===== config.mk =====
export PLATFORM = sky130hd
export DESIGN_NAME = frame_time_smoother_top
export DESIGN_NICKNAME = d
export VERILOG_FILES = /design/src/rtl/fts_pkg.sv /design/src/rtl/fts_div.sv /design/src/rtl/fts_ctrl.sv /design/src/rtl/fts_dp.sv /design/src/rtl/frame_time_smoother_top.sv
export SDC_FILE = /design/constraint.sdc
export NUM_CORES = 2
export LEC_CHECK = 0
export ABC_CLOCK_PERIOD_IN_PS = 7800
export BUFFER_PORTS_ARGS = -buffer_cell sky130_fd_sc_hd__buf_2
export CELL_PAD_IN_SITES_DETAIL_PLACEMENT = 1
export CELL_PAD_IN_SITES_GLOBAL_PLACEMENT = 1
export CORE_MARGIN = 5
export CORE_UTILIZATION = 45
export CTS_CLUSTER_DIAMETER = 150
export DETAILED_ROUTE_END_ITERATION = 8
export GPL_TIMING_DRIVEN = 1
export PLACE_DENSITY_LB_ADDON = 0.1
export SYNTH_ARGS = -nofsm -noshare
export SYNTH_HDL_FRONTEND = slang
export SYNTH_HIERARCHICAL = 1
export SYNTH_SLANG_ARGS = --single-unit

===== constraint.sdc =====
create_clock -name clk -period 7.8 [get_ports clk]
set_clock_uncertainty 0.2 [all_clocks]
set_input_delay 0.39 -clock clk [delete_from_list [all_inputs] [get_ports clk]]
set_output_delay 0.39 -clock clk [all_outputs]
set_load 0.005 [all_outputs]

===== src/rtl/fts_pkg.sv =====
// shared constants, types and command/status structs of the frame time smoother
`timescale 1ns / 1ps
`default_nettype none
package fts_pkg;

    localparam int WINDOW_DEPTH = 16;

    localparam int DUR_W  = 32;
    localparam int TIME_W = 64;
    localparam int POS_W  = (WINDOW_DEPTH > 1) ? $clog2(WINDOW_DEPTH) : 1;
    localparam int FILL_W = $clog2(WINDOW_DEPTH + 1);
    localparam int SUM_W  = DUR_W + $clog2(WINDOW_DEPTH);
    localparam int CNT_W  = $clog2(SUM_W + 1);

    localparam logic [DUR_W-1:0] RESET_DURATION_US  = DUR_W'(30000);
    localparam logic [DUR_W-1:0] RESET_THRESHOLD_US = DUR_W'(200000);

    typedef enum logic [4:0] {
        ST_IDLE   = 5'b00001,
        ST_UPDATE = 5'b00010,
        ST_START  = 5'b00100,
        ST_DIV    = 5'b01000,
        ST_FINISH = 5'b10000
    } fts_state_t;

    typedef struct packed {
        logic load_in;
        logic update_ring;
        logic div_start;
        logic finish;
    } fts_cmd_t;

    typedef struct packed {
        logic div_busy;
        logic out_free;
    } fts_sts_t;

endpackage
`default_nettype wire


===== src/rtl/fts_div.sv =====
// restoring serial divider, one quotient bit per cycle
`timescale 1ns / 1ps
`default_nettype none
module fts_div
(
    input  wire logic                       clk,
    input  wire logic                       rst_n,
    input  wire logic                       start,
    input  wire logic [fts_pkg::SUM_W-1:0]  dividend,
    input  wire logic [fts_pkg::FILL_W-1:0] divisor,
    output logic                            busy,
    output logic [fts_pkg::SUM_W-1:0]       quotient
);

    logic                        busy_reg, busy_next;
    logic [fts_pkg::CNT_W-1:0]   cnt_reg, cnt_next;
    logic [fts_pkg::SUM_W-1:0]   work_reg, work_next;
    logic [fts_pkg::FILL_W-1:0]  rem_reg, rem_next;
    logic [fts_pkg::FILL_W-1:0]  dvs_reg, dvs_next;
    logic [fts_pkg::FILL_W:0]    rem_shift;
    logic [fts_pkg::FILL_W+1:0]  trial;

    assign rem_shift = {rem_reg, work_reg[fts_pkg::SUM_W-1]};
    assign trial     = {1'b0, rem_shift} - {2'b00, dvs_reg};

    always_comb
    begin
        busy_next = busy_reg;
        cnt_next  = cnt_reg;
        work_next = work_reg;
        rem_next  = rem_reg;
        dvs_next  = dvs_reg;
        if (start)
        begin
            busy_next = 1'b1;
            cnt_next  = fts_pkg::CNT_W'(fts_pkg::SUM_W);
            work_next = dividend;
            rem_next  = '0;
            dvs_next  = divisor;
        end
        else if (busy_reg)
        begin
            // trial subtract: borrow clear means the quotient bit is one
            if (!trial[fts_pkg::FILL_W+1])
            begin
                rem_next  = trial[fts_pkg::FILL_W-1:0];
                work_next = {work_reg[fts_pkg::SUM_W-2:0], 1'b1};
            end
            else
            begin
                rem_next  = rem_shift[fts_pkg::FILL_W-1:0];
                work_next = {work_reg[fts_pkg::SUM_W-2:0], 1'b0};
            end
            cnt_next = cnt_reg - 1'b1;
            if (cnt_reg == fts_pkg::CNT_W'(1))
            begin
                busy_next = 1'b0;
            end
        end
    end

    always_ff @(posedge clk or negedge rst_n)
    begin
        if (!rst_n)
        begin
            busy_reg <= 1'b0;
            cnt_reg  <= '0;
        end
        else
        begin
            busy_reg <= busy_next;
            cnt_reg  <= cnt_next;
        end
    end

    always_ff @(posedge clk)
    begin
        work_reg <= work_next;
        rem_reg  <= rem_next;
        dvs_reg  <= dvs_next;
    end

    assign busy     = busy_reg;
    assign quotient = work_reg;

endmodule
`default_nettype wire


===== src/rtl/fts_ctrl.sv =====
// sequencing state machine of the frame time smoother
`timescale 1ns / 1ps
`default_nettype none
module fts_ctrl
(
    input  wire logic              clk,
    input  wire logic              rst_n,
    input  wire logic              in_valid,
    output logic                   in_stall,
    input  wire fts_pkg::fts_sts_t sts,
    output fts_pkg::fts_cmd_t      cmd
);

    fts_pkg::fts_state_t state_reg, state_next;

    always_comb
    begin
        state_next = state_reg;
        cmd        = '0;
        in_stall   = 1'b1;
        case (state_reg)
            fts_pkg::ST_IDLE:
            begin
                in_stall = 1'b0;
                if (in_valid)
                begin
                    cmd.load_in = 1'b1;
                    state_next  = fts_pkg::ST_UPDATE;
                end
            end
            fts_pkg::ST_UPDATE:
            begin
                cmd.update_ring = 1'b1;
                state_next      = fts_pkg::ST_START;
            end
            fts_pkg::ST_START:
            begin
                cmd.div_start = 1'b1;
                state_next    = fts_pkg::ST_DIV;
            end
            fts_pkg::ST_DIV:
            begin
                if (!sts.div_busy)
                begin
                    state_next = fts_pkg::ST_FINISH;
                end
            end
            fts_pkg::ST_FINISH:
            begin
                // wait until the output register can take the result
                if (sts.out_free)
                begin
                    cmd.finish = 1'b1;
                    state_next = fts_pkg::ST_IDLE;
                end
            end
            default:
            begin
                state_next = fts_pkg::ST_IDLE;
            end
        endcase
    end

    always_ff @(posedge clk or negedge rst_n)
    begin
        if (!rst_n)
        begin
            state_reg <= fts_pkg::ST_IDLE;
        end
        else
        begin
            state_reg <= state_next;
        end
    end

endmodule
`default_nettype wire


===== src/rtl/fts_dp.sv =====
// datapath: duration ring, running sum, divider, time accumulator and output register
`timescale 1ns / 1ps
`default_nettype none
module fts_dp
(
    input  wire logic                      clk,
    input  wire logic                      rst_n,
    input  wire logic                      cfg_write_en,
    input  wire logic [fts_pkg::DUR_W-1:0] cfg_write_data,
    input  wire logic [fts_pkg::DUR_W-1:0] delta_us,
    input  wire fts_pkg::fts_cmd_t         cmd,
    output fts_pkg::fts_sts_t              sts,
    output logic                           out_valid,
    input  wire logic                      out_stall,
    output logic [fts_pkg::DUR_W-1:0]      predicted_duration_us,
    output logic [fts_pkg::TIME_W-1:0]     current_time_us,
    output logic [fts_pkg::DUR_W-1:0]      frame_time_us
);

    logic [fts_pkg::DUR_W-1:0]  ring_mem [fts_pkg::WINDOW_DEPTH];
    logic [fts_pkg::DUR_W-1:0]  rd_data_reg;

    logic [fts_pkg::DUR_W-1:0]  thr_reg;
    logic [fts_pkg::POS_W-1:0]  pos_reg, pos_next;
    logic [fts_pkg::FILL_W-1:0] fill_reg;
    logic [fts_pkg::SUM_W-1:0]  sum_reg, sum_next;
    logic [fts_pkg::TIME_W-1:0] acc_reg, acc_next;
    logic [fts_pkg::DUR_W-1:0]  held_reg, held_next;
    logic [fts_pkg::DUR_W-1:0]  latest_reg;
    logic                       entry0_written_reg;
    logic [fts_pkg::DUR_W-1:0]  dur_reg;
    logic [fts_pkg::DUR_W-1:0]  old_dur;
    logic                       full;

    logic                       out_valid_reg;
    logic [fts_pkg::DUR_W-1:0]  out_pred_reg;
    logic [fts_pkg::TIME_W-1:0] out_time_reg;
    logic [fts_pkg::DUR_W-1:0]  out_frame_reg;

    logic                       div_busy;
    logic [fts_pkg::SUM_W-1:0]  quotient;
    logic [fts_pkg::DUR_W-1:0]  mean;

    assign pos_next = (pos_reg == fts_pkg::POS_W'(fts_pkg::WINDOW_DEPTH - 1))
                      ? '0 : pos_reg + 1'b1;
    assign full     = (fill_reg == fts_pkg::FILL_W'(fts_pkg::WINDOW_DEPTH));

    // entry zero holds the reset duration until first overwritten
    assign old_dur  = ((pos_reg == '0) && !entry0_written_reg)
                      ? fts_pkg::RESET_DURATION_US : rd_data_reg;

    assign sum_next = full
                      ? sum_reg - fts_pkg::SUM_W'(old_dur) + fts_pkg::SUM_W'(dur_reg)
                      : sum_reg + fts_pkg::SUM_W'(dur_reg);

    assign mean      = quotient[fts_pkg::DUR_W-1:0];
    assign acc_next  = acc_reg + fts_pkg::TIME_W'(mean);
    assign held_next = (mean != '0) ? mean : held_reg;

    // ring memory: read of the slot to be replaced, write of the new duration
    always_ff @(posedge clk)
    begin
        if (cmd.load_in)
        begin
            rd_data_reg <= ring_mem[pos_next];
        end
        if (cmd.update_ring)
        begin
            ring_mem[pos_reg] <= dur_reg;
        end
    end

    // outliers take the newest stored duration
    always_ff @(posedge clk)
    begin
        if (cmd.load_in)
        begin
            dur_reg <= (delta_us > thr_reg) ? latest_reg : delta_us;
        end
        if (cmd.finish)
        begin
            out_pred_reg  <= mean;
            out_time_reg  <= acc_next;
            out_frame_reg <= held_next;
        end
    end

    always_ff @(posedge clk or negedge rst_n)
    begin
        if (!rst_n)
        begin
            thr_reg            <= fts_pkg::RESET_THRESHOLD_US;
            pos_reg            <= '0;
            fill_reg           <= fts_pkg::FILL_W'(1);
            sum_reg            <= fts_pkg::SUM_W'(fts_pkg::RESET_DURATION_US);
            acc_reg            <= '0;
            held_reg           <= fts_pkg::RESET_DURATION_US;
            latest_reg         <= fts_pkg::RESET_DURATION_US;
            entry0_written_reg <= 1'b0;
            out_valid_reg      <= 1'b0;
        end
        else
        begin
            if (cfg_write_en)
            begin
                thr_reg <= cfg_write_data;
            end
            if (cmd.load_in)
            begin
                pos_reg <= pos_next;
            end
            if (cmd.update_ring)
            begin
                sum_reg    <= sum_next;
                latest_reg <= dur_reg;
                if (!full)
                begin
                    fill_reg <= fill_reg + 1'b1;
                end
                if (pos_reg == '0)
                begin
                    entry0_written_reg <= 1'b1;
                end
            end
            if (cmd.finish)
            begin
                acc_reg       <= acc_next;
                held_reg      <= held_next;
                out_valid_reg <= 1'b1;
            end
            else if (!out_stall)
            begin
                out_valid_reg <= 1'b0;
            end
        end
    end

    fts_div u_div
    (
        .clk      (clk),
        .rst_n    (rst_n),
        .start    (cmd.div_start),
        .dividend (sum_reg),
        .divisor  (fill_reg),
        .busy     (div_busy),
        .quotient (quotient)
    );

    assign sts.div_busy = div_busy;
    assign sts.out_free = !out_valid_reg || !out_stall;

    assign out_valid             = out_valid_reg;
    assign predicted_duration_us = out_pred_reg;
    assign current_time_us       = out_time_reg;
    assign frame_time_us         = out_frame_reg;

endmodule
`default_nettype wire


===== src/rtl/frame_time_smoother_top.sv =====
// top level of the frame time smoother
`timescale 1ns / 1ps
`default_nettype none
// frame time smoother: takes one measured frame duration (delta_us, unsigned
// microseconds) per request and returns the truncated mean of the last
// WINDOW_DEPTH stored durations, the 64-bit running time (wraps) and the last
// non-zero mean. a duration above the outlier threshold is replaced by the
// newest stored duration. after reset the window holds one entry of 30000 us
// and the threshold is 200000 us. the serial divider produces one quotient bit per
// cycle; requests are handled one at a time, and a new one is taken while the
// previous result still waits in the output register
module frame_time_smoother_top
(
    input  wire logic                       clk,
    input  wire logic                       rst_n,
    // threshold register write
    input  wire logic                       cfg_write_en,
    input  wire logic [fts_pkg::DUR_W-1:0]  cfg_write_data,
    // request side
    input  wire logic                       in_valid,
    output logic                            in_stall,
    input  wire logic [fts_pkg::DUR_W-1:0]  delta_us,
    // result side
    output logic                            out_valid,
    input  wire logic                       out_stall,
    output logic [fts_pkg::DUR_W-1:0]       predicted_duration_us,
    output logic [fts_pkg::TIME_W-1:0]      current_time_us,
    output logic [fts_pkg::DUR_W-1:0]       frame_time_us
);

    fts_pkg::fts_cmd_t cmd;
    fts_pkg::fts_sts_t sts;

    // sequencer: accept, ring update, divide, hand over
    fts_ctrl u_ctrl
    (
        .clk      (clk),
        .rst_n    (rst_n),
        .in_valid (in_valid),
        .in_stall (in_stall),
        .sts      (sts),
        .cmd      (cmd)
    );

    // ring, running sum, divider and output register
    fts_dp u_dp
    (
        .clk                   (clk),
        .rst_n                 (rst_n),
        .cfg_write_en          (cfg_write_en),
        .cfg_write_data        (cfg_write_data),
        .delta_us              (delta_us),
        .cmd                   (cmd),
        .sts                   (sts),
        .out_valid             (out_valid),
        .out_stall             (out_stall),
        .predicted_duration_us (predicted_duration_us),
        .current_time_us       (current_time_us),
        .frame_time_us         (frame_time_us)
    );

endmodule
`default_nettype wire


==> flow_summary.yaml <==
worst_setup_path:
  critPathTopFamily: "simple AND/OR/NAND/NOR gates"
  arrival_ns: 5.74
  critPathBufInv: 3
  cp.depth: 18
  path_class: "flop to flop"
  r2r_cells: 18
  crit_path_end_kind: "flop"
  crit_path_start_kind: "flop"
  cp.required_ns: 8.13
  crit_chain: "inv_1 -> ha_4 -> nor4b_2 -> buf_4 -> nor2b_1 -> fa_1 -> inv_1 -> fa_1 -> a211oi_2 -> o21ai_1 -> a21o_1 -> nand3_1 -> or3b_4 -> a21oi_4 -> o21ai_2 -> a41o_1 -> mux2_4 -> or4b_1"
  slowest_stage: "or4b_1"
  max_stage_delay_ns: 0.51
  cp_max_fo: 32
clock_tree:
  numCtsBuffers: 102
  cts_tree: "yes"
  h-tree-depth: 3
  clk_latency_ns: 0.68
  clk_pin_slew_worst_paths_ns: 0.06
  cts_setup_buffers: 0
  clk_path_buf_depth: 3
  cts.sink_count: 969
  cts_resized: 0
  clockRootBuffer: "clkbuf_16"
  cts_hold_buf: 67
yosys:
  synth-edff-count: 745
  ys_top_cells_by_area: "edfxtp_1, dfrtp_1, mux4_2"
  syn_inst: 2977
  synth_top_cell_area_share_pct: 50.4
  syn-num-nets: 3228
  async_flop_share_pct: 22.6
  synth_seq_cells: 969
  synthDistinctLibCells: 78
  avgSynthCellArea_um2: 14.9
  yosys_warnings: 6
  yosysTopAreaCell: "edfxtp_1"
  synthFlopType: "edfxtp_1"
  netlist_area_um2: 44400
  yosysSeqAreaShare_pct: 63.1
place:
  dp_cells: 4409
  dp_hpwl_um: 75500
  io_buffers: 198
  gp_congestion: 0.845
  dpl_cell_area_um2: 47200
  dpl_worst_slack_ns: 2.37
pwr:
  p_leak_uw: 0.0199
  cellPowerDensity_nw_per_um2: 437
  peakVddDrop_mv: 0.201
  total_power_uw: 22500
timing:
  fin_setup_tns_ns: 0
  period_minus_slack_ns: 5.41
  grt_setup_unrepaired: "false"
  max_freq_mhz: 185
  setup_slack_ns: 2.39
  setup_violations: 0
  tightest_slew_ns: 1.16
  fin_crit_sh_pct: 69.3
  finalHoldViolations: 0
  slew-limit-headroom_pct: 22.0
  slew_violations: 0
route:
  drc_errors: 0
  drtAntennaViolNets: 0
  dr.first_iter.drc_count: 1680
  wl_per_cell_um: 23.8
  dr.pass1.iters: 5
  drt_wl_total_um: 111000
  viasPerCell: 5.60
  vias: 26100
run_status:
  outcome: "finished, final reports clean"
layout:
  final_cell_count_no_fill: 4669
  fillerInstances: 9421
  syn2layout_area_growth_pct: 16.1
  final_cell_area_um2: 51500
  diodes: 0
  layout-drive-gt1-share_pct: 24.5
  largest_register_ffs: 512
  fin_nets: 3544
grt:
  grt_pass1_vias: 28400
  grt_max_degree: 137
  grt_first_pass_wirelength_um: 172000
  overflow: 0
  track_usage_pct: 21.3
  antenna_found_initial: 3
min_path:
  hold_path_class: "primary input to async pin"
die:
  dieArea_um2: 105000
  ios: 199
  core-area_um2: 98100
  initial_core_util_pct: 45.2
  rows: 115
  die_w_um: 324
  die_y_um: 324
run:
  drv_cap: 0
## cell usage in the layout, fill, tap and decap left out, types with 15 or more instances in the layout
cell type | Yosys | routed
edfxtp_1 | 745 | 745
buf_2 | 10 | 197
dfrtp_1 | 190 | 190
inv_1 | 174 | 174
nand2_1 | 167 | 167
mux2_2 | 164 | 164
mux4_2 | 158 | 158
ha_1 | 147 | 146
a21oi_1 | 124 | 124
o21ai_0 | 116 | 116
nor2_1 | 122 | 108
clkbuf_16 | 0 | 103
xnor2_1 | 101 | 100
a21o_1 | 92 | 92
dlygate4sd3_1 | 0 | 67
buf_4 | 3 | 64
nand3_1 | 57 | 57
xor2_1 | 54 | 54
nor2b_1 | 42 | 42
nand4_1 | 37 | 37
fa_1 | 35 | 35
and3_1 | 30 | 30
nor3_1 | 34 | 29
dfstp_2 | 29 | 29
nor4_1 | 22 | 22
o21a_1 | 21 | 21
clkbuf_1 | 82 | 19
clkinv_2 | 0 | 18
a211oi_1 | 18 | 18
o211ai_1 | 17 | 17
clkbuf_8 | 0 | 16
bufinv_16 | 0 | 16
nand2b_1 | 15 | 15
## per-layer routing
| layer | wire [um] | global-route usage, % |
|---|---|---|
| met5 | 0 | 0 |
| met4 | 2140 | 5.02 |
| met3 | 4860 | 2.91 |
| met2 | 54600 | 36.6 |
| met1 | 49700 | 29.3 |
## worst paths after layout
kind	from	endpoint	slack, ns
max	u_dp/pos_reg[0]	u_dp/sum_reg[34]	2.39
min	rst_n	u_dp/held_reg[1]	0.09
max reg2reg	u_dp/pos_reg[0]	u_dp/sum_reg[34]	2.39
min reg2reg	u_dp/dur_reg[18]	u_dp/ring_mem[14][18]	0.28
max in group asynchronous	rst_n	u_dp/acc_reg[50]	6.04
min in group clk	cfg_write_en	u_dp/thr_reg[10]	0.14
## Yosys cell counts, drive strengths merged, types with 22 or more instances
master	instances
a21o	92
a21oi	125
and3	31
buf	36
clkbuf	82
dfrtp	190
dfstp	29
edfxtp	745
fa	35
ha	147
inv	174
mux2	165
mux4	158
nand2	167
nand3	57
nand4	37
nor2	122
nor2b	42
nor3	35
nor4	22
o21ai	123
xnor2	101
xor2	54
## cell families (layout without fill, tap and decap cells)
| kind of cell | count (synthesis) | count (layout) | synth area share (%) |
|---|---|---|---|
| compound gates | 477 | 477 | 6.90 |
| xor+xnor | 155 | 155 | 3.06 |
| fa+ha+maj | 182 | 182 | 5.72 |
| buf+inv | 293 | 698 | 2.55 |
| flops | 969 | 969 | 63.1 |
| mux | 332 | 332 | 12.4 |
| simple gates | 569 | 569 | 6.31 |
## final cells by class
| class | count | area, um^2 | area share [%] |
|---|---|---|---|
| clock buffer | 138 | 2870 | 5.57 |
| clock inverter | 55 | 771 | 1.50 |
| inverter | 175 | 657 | 1.27 |
| tap | 1287 | 1610 | 3.12 |
| multi-input combinational | 1715 | 15500 | 30.0 |
| timing repair buffer | 330 | 2170 | 4.21 |
| sequential | 969 | 28000 | 54.3 |
## power breakdown
part | switching (uW) | leakage, uW | internal (uW)
Sequential | 735 | 0.00961 | 6820
Clock | 2070 | 0.00178 | 3130
Combinational | 5530 | 0.00850 | 4260
## per-stage QoR
step	hold slack, ns	util (%)
after floorplan	-0.106	-
after global placement	0.192	48.1
after detailed placement	0.198	48.1
after CTS	0.0610	52.5
after global routing	0.0923	52.5
final	0.0875	52.5
Power figures use the tool's default switching activity.
